==> src/design/cci_pkg.sv <==
// ----------------------------------------------------------------------------
// cci_pkg
// shared types and constants for the column coincidence index block
// ----------------------------------------------------------------------------
package cci_pkg;

   localparam int MaxKeyLength = 16;
   localparam int AlphabetSize = 26;
   localparam int MaxText      = 4096;

   localparam int ColWidth   = $clog2(MaxKeyLength);
   localparam int LetWidth   = 5;
   localparam int CntWidth   = $clog2(MaxText) + 1;
   localparam int HistDepth  = MaxKeyLength * 32;
   localparam int HistAddrW  = $clog2(HistDepth);
   localparam int SumWidth   = 24;
   localparam int RatioWidth = 17;

   localparam logic [1:0] CsrKeyLength = 2'd0;

   typedef struct packed {
      logic [4:0] letter;
      logic       last_letter;
   } req_type;

   typedef struct packed {
      logic [3:0]            column;
      logic [SumWidth-1:0]   coincidence_sum;
      logic [SumWidth-1:0]   pair_count;
      logic [RatioWidth-1:0] ioc_ratio;
      logic                  ratio_valid;
      logic                  last_column;
   } rsp_type;

   // classified letter handed from front to back
   typedef struct packed {
      logic [ColWidth-1:0] col;
      logic [LetWidth-1:0] letter;
      logic                count;
      logic                last;
      logic [ColWidth:0]   len;
   } item_type;

endpackage

==> src/design/cci_front.sv <==
// ----------------------------------------------------------------------------
// cci_front
// tracks the column position and classifies each letter
// ----------------------------------------------------------------------------
module cci_front (
   input  logic                         clock,
   input  logic                         reset,
   input  logic                         accept,
   input  cci_pkg::req_type             req,
   input  logic [4:0]                   key_length,
   output logic                         push,
   output cci_pkg::item_type            item
);
   import cci_pkg::*;

   logic [ColWidth-1:0] pos_ff, pos_in, col;
   logic [ColWidth:0]   len, nxt;
   logic                push_ff;
   item_type            item_ff;

   always_comb begin
      if (key_length == 5'd0) begin
         len = (ColWidth+1)'(1);
      end else if (key_length > 5'(MaxKeyLength)) begin
         len = (ColWidth+1)'(MaxKeyLength);
      end else begin
         len = (ColWidth+1)'(key_length);
      end
      col = ({1'b0, pos_ff} >= len) ? '0 : pos_ff;
      nxt = {1'b0, col} + 1'b1;
      pos_in = pos_ff;
      if (accept) begin
         pos_in = (req.last_letter || nxt >= len) ? '0 : nxt[ColWidth-1:0];
      end
   end

   always_ff @(posedge clock) begin
      if (reset) begin
         pos_ff  <= '0;
         push_ff <= 1'b0;
      end else begin
         pos_ff  <= pos_in;
         push_ff <= accept;
      end
      item_ff.col    <= col;
      item_ff.letter <= req.letter;
      item_ff.count  <= req.letter < 5'(AlphabetSize);
      item_ff.last   <= req.last_letter;
      item_ff.len    <= len;
   end

   assign push = push_ff;
   assign item = item_ff;
endmodule

==> config.mk <==
export PLATFORM = sky130hd
export DESIGN_NAME = cci_front
export DESIGN_NICKNAME = d
export VERILOG_FILES = /design/src/design/cci_pkg.sv /design/src/design/cci_front.sv
export SDC_FILE = /design/constraint.sdc
export NUM_CORES = 1
export LEC_CHECK = 0
export BUFFER_PORTS_ARGS = -buffer_cell sky130_fd_sc_hd__buf_2
export CORE_MARGIN = 2
export CORE_UTILIZATION = 40
export CTS_BUF_LIST = sky130_fd_sc_hd__clkbuf_8
export DETAILED_ROUTE_END_ITERATION = 16
export PLACE_DENSITY = 0.72
export SLEW_MARGIN = 20
export SYNTH_ARGS = -nofsm -noshare
export SYNTH_HDL_FRONTEND = slang
export SYNTH_SLANG_ARGS = --single-unit
==> constraint.sdc <==
create_clock -name clock -period 4.89 [get_ports clock]
set_input_delay 0.978 -clock clock [delete_from_list [all_inputs] [get_ports clock]]
set_output_delay 0.978 -clock clock [all_outputs]
set_load 0.01 [all_outputs]
==> metrics.yaml <==
outcome:
  status: "complete, no violations"
clock_tree:
  cts_made_buffers: 3
  cts_hold_buffers: 0
  cts_resized: 0
  cts.sinks: 21
  root_buffer: "clkbuf_8"
  cts_setup_buffers: 0
  clk_pin_slew_ns: 0.07
  cts_tree: "yes"
  clock_path_buffers: 2
  clk_latency_ns: 0.26
  htree_levels: 1
timing:
  setup_viol: 0
  final-hold-violation-count: 0
  max_freq_ghz: 0.242
  drv_slew: 0
  period_share_pct: 84.4
  period_needed_ns: 4.13
  tightest_slew_ns: 0.295
  maxSlewHeadroom_pct: 80.3
  clock_skew_ns: 0.00624
  rsz0062_at_grt: "no"
  finalSetupTns_ns: 0
route:
  drc: 0
  num_vias: 672
  drt-wirelength-per-cell_um: 11.0
  drt_wl_total_um: 1540
  dr.pass1.iters: 4
  drtIter0Drc: 3
  drt-vias-per-instance: 4.80
  ant_nets: 0
cells_and_area:
  syn2layout_area_growth_pct: 27.4
  drive_above_1_share_pct: 33.6
  final_nets: 138
  stdcell_area_um2: 1050
  diodes: 0
floorplanning:
  pin_count: 31
  die_h_um: 49.5
  start_util_pct: 42.2
  die_x_um: 49.5
  die_area_um2: 2450
  rows: 16
  coreArea_um2: 1960
synthesis:
  ys_seq_area_share_pct: 50.8
  mappedNetlistNets: 104
  synth_cell_type_count: 26
  synthCells: 80
  syn_avg_cell_area_um2: 10.3
  yosys_warnings: 0
  syn_area_um2: 827
  synth_seq_cells: 21
worst_hold_path:
  holdPathStages: 2
  min-delay-start: "pos_ff[0]"
  holdCritPathClass: "reg -> reg"
placement:
  place.port_buffers: 30
  place.gp.congestion: 0.886
  place_area_um2: 1010
  dp_hpwl_um: 1230
power_and_ir_drop:
  clockPowerShare_pct: 33.7
  power_density_nw_per_um2: 308
  irDropWorstVdd_uv: 265
  p_seq_share_pct: 55.3
  switching_share_pct: 23.0
  pwr-share-comb_pct: 11.0
  finalPower_mw: 0.325
  p_leak_nw: 0.531
  internal_power_mw: 0.250
  p_switching_mw: 0.0748
global_routing:
  antenna_found_initial: 0
  grt_max_degree: 13
  grt_pass1_vias: 617
  grtUsageTotal_pct: 14.2
  overflow: 0
  grt_pass1_wl_um: 2660
critical_path:
  rr_worst_depth: 13
  cp-startpoint: "key_length[1]"
  cp.arrival_ns: 4.32
  crit_required_ns: 5.09
  setup.worst_path.class: "in -> reg"
  cp-end-kind: "flop"
  startpoint_type: "input port"
  reg2reg_from: "pos_ff[0]"
  critPathMaxFanout: 5
run:
  maxCapViolCount: 0
==> synthesized netlist by cell type (all sizes together) <==
| library cell | count | share of area [%] |
|---|---|---|
| o21ai | 3 | 1.8 |
| nor2b | 1 | 0.76 |
| a211oi | 1 | 1.5 |
| and3 | 1 | 0.76 |
| xnor2 | 1 | 1.1 |
| dfxtp | 21 | 51 |
| nand2 | 7 | 3.2 |
| nand3 | 1 | 0.60 |
| clkbuf | 1 | 0.45 |
| o21a | 2 | 1.8 |
| ha | 10 | 15 |
| inv | 7 | 3.2 |
| o211ai | 4 | 4.2 |
| nor2 | 6 | 2.7 |
| a2111o | 1 | 1.4 |
| a22oi | 1 | 0.91 |
| nand2b | 1 | 0.76 |
| a32oi | 1 | 1.1 |
| nand4b | 1 | 1.1 |
| nor3 | 1 | 0.60 |
| a31oi | 1 | 1.5 |
| and2 | 3 | 2.3 |
| a21oi | 4 | 2.4 |
==> layout make-up <==
cell class,instances,area [µm²]
clock buffer,3,41.3
clock inverter,1,5.00
fill,200,908
inverter,7,26.3
multi-input combinational,51,377
sequential,21,420
tap,27,33.8
timing repair buffer,30,150
==> power groups by stage <==
stage	clock network, mW	registers [mW]	logic (mW)
2_1_floorplan	0	0.187	0.0159
4_1_cts	0.115	0.180	0.0361
3_3_place_gp	0	0.183	0.0350
6_report	0.109	0.180	0.0358
3_5_place_dp	0	0.184	0.0358
5_1_grt	0.124	0.180	0.0400
==> through the flow <==
step | utilization (%) | hold slack (ns) | setup slack [ns] | instances
detailed placement | 51.3 | 0.489 | 0.523 | 136
global placement | 51.3 | 0.475 | 0.616 | 136
floorplan | - | 0.452 | 1.01 | 80
global route | 53.7 | 0.517 | 0.461 | 140
CTS | 53.7 | 0.509 | 0.801 | 140
finish | 53.7 | 0.509 | 0.761 | 140
==> path summary, 6_finish.rpt <==
check / end / slack [ns]
setup / recovery: pos_ff[2] / 0.76
setup reg to reg: pos_ff[2] / 1.52
hold / removal: pos_ff[0] / 0.51
hold reg to reg: pos_ff[0] / 0.51
==> critical path: stages <==
cell      delay, ns
buf_2          0.10
nor3_1         0.18
nor2_1         0.06
nor2_1         0.17
ha_1           0.26
nand2b_1       0.15
a211oi_2       0.30
o21ai_0        0.18
nor2_1         0.23
ha_1           0.28
and3_1         0.18
ha_1           0.24
a2111o_1       0.43
a31oi_2        0.28
a32oi_1        0.14
a21oi_1        0.15
==> registers in the layout, summed over array words and instances, names as in the netlist <==
register	flops
item	16
pos_ff	4
push	1
==> cell usage in the layout (no fill, tap or decap), drive strengths merged <==
cell type  synthesis  layout
a2111o             1       1
a211oi             1       1
a21oi              4       4
a22oi              1       1
a31oi              1       1
a32oi              1       1
and2               3       3
and3               1       1
buf                0      30
clkbuf             1       3
clkinv             0       1
dfxtp             21      21
ha                10      10
inv                7       7
nand2              7       7
nand2b             1       1
nand3              1       1
nand4b             1       1
nor2               6       6
nor2b              1       1
nor3               1       1
o211ai             4       4
o21a               2       2
o21ai              3       3
xnor2              1       1
==> layer usage <==
metal	GRT usage, %	routed length, µm	up-vias
met2	22.5	670	24
li1	-	-	345
met3	5.76	121	2
met1	17.3	731	301
met4	5.56	17	0
met5	0	0	-
==> kinds of logic after synthesis <==
group	share of synthesized area (%)
AO/OA/AOI/OAI	16.6
XOR/XNOR	1.06
buffers and inverters	3.63
flip-flops	50.8
adder cells (fa/ha/maj)	15.1
AND/OR/NAND/NOR	12.7
No activity file was read; power rests on OpenSTA's default activity.
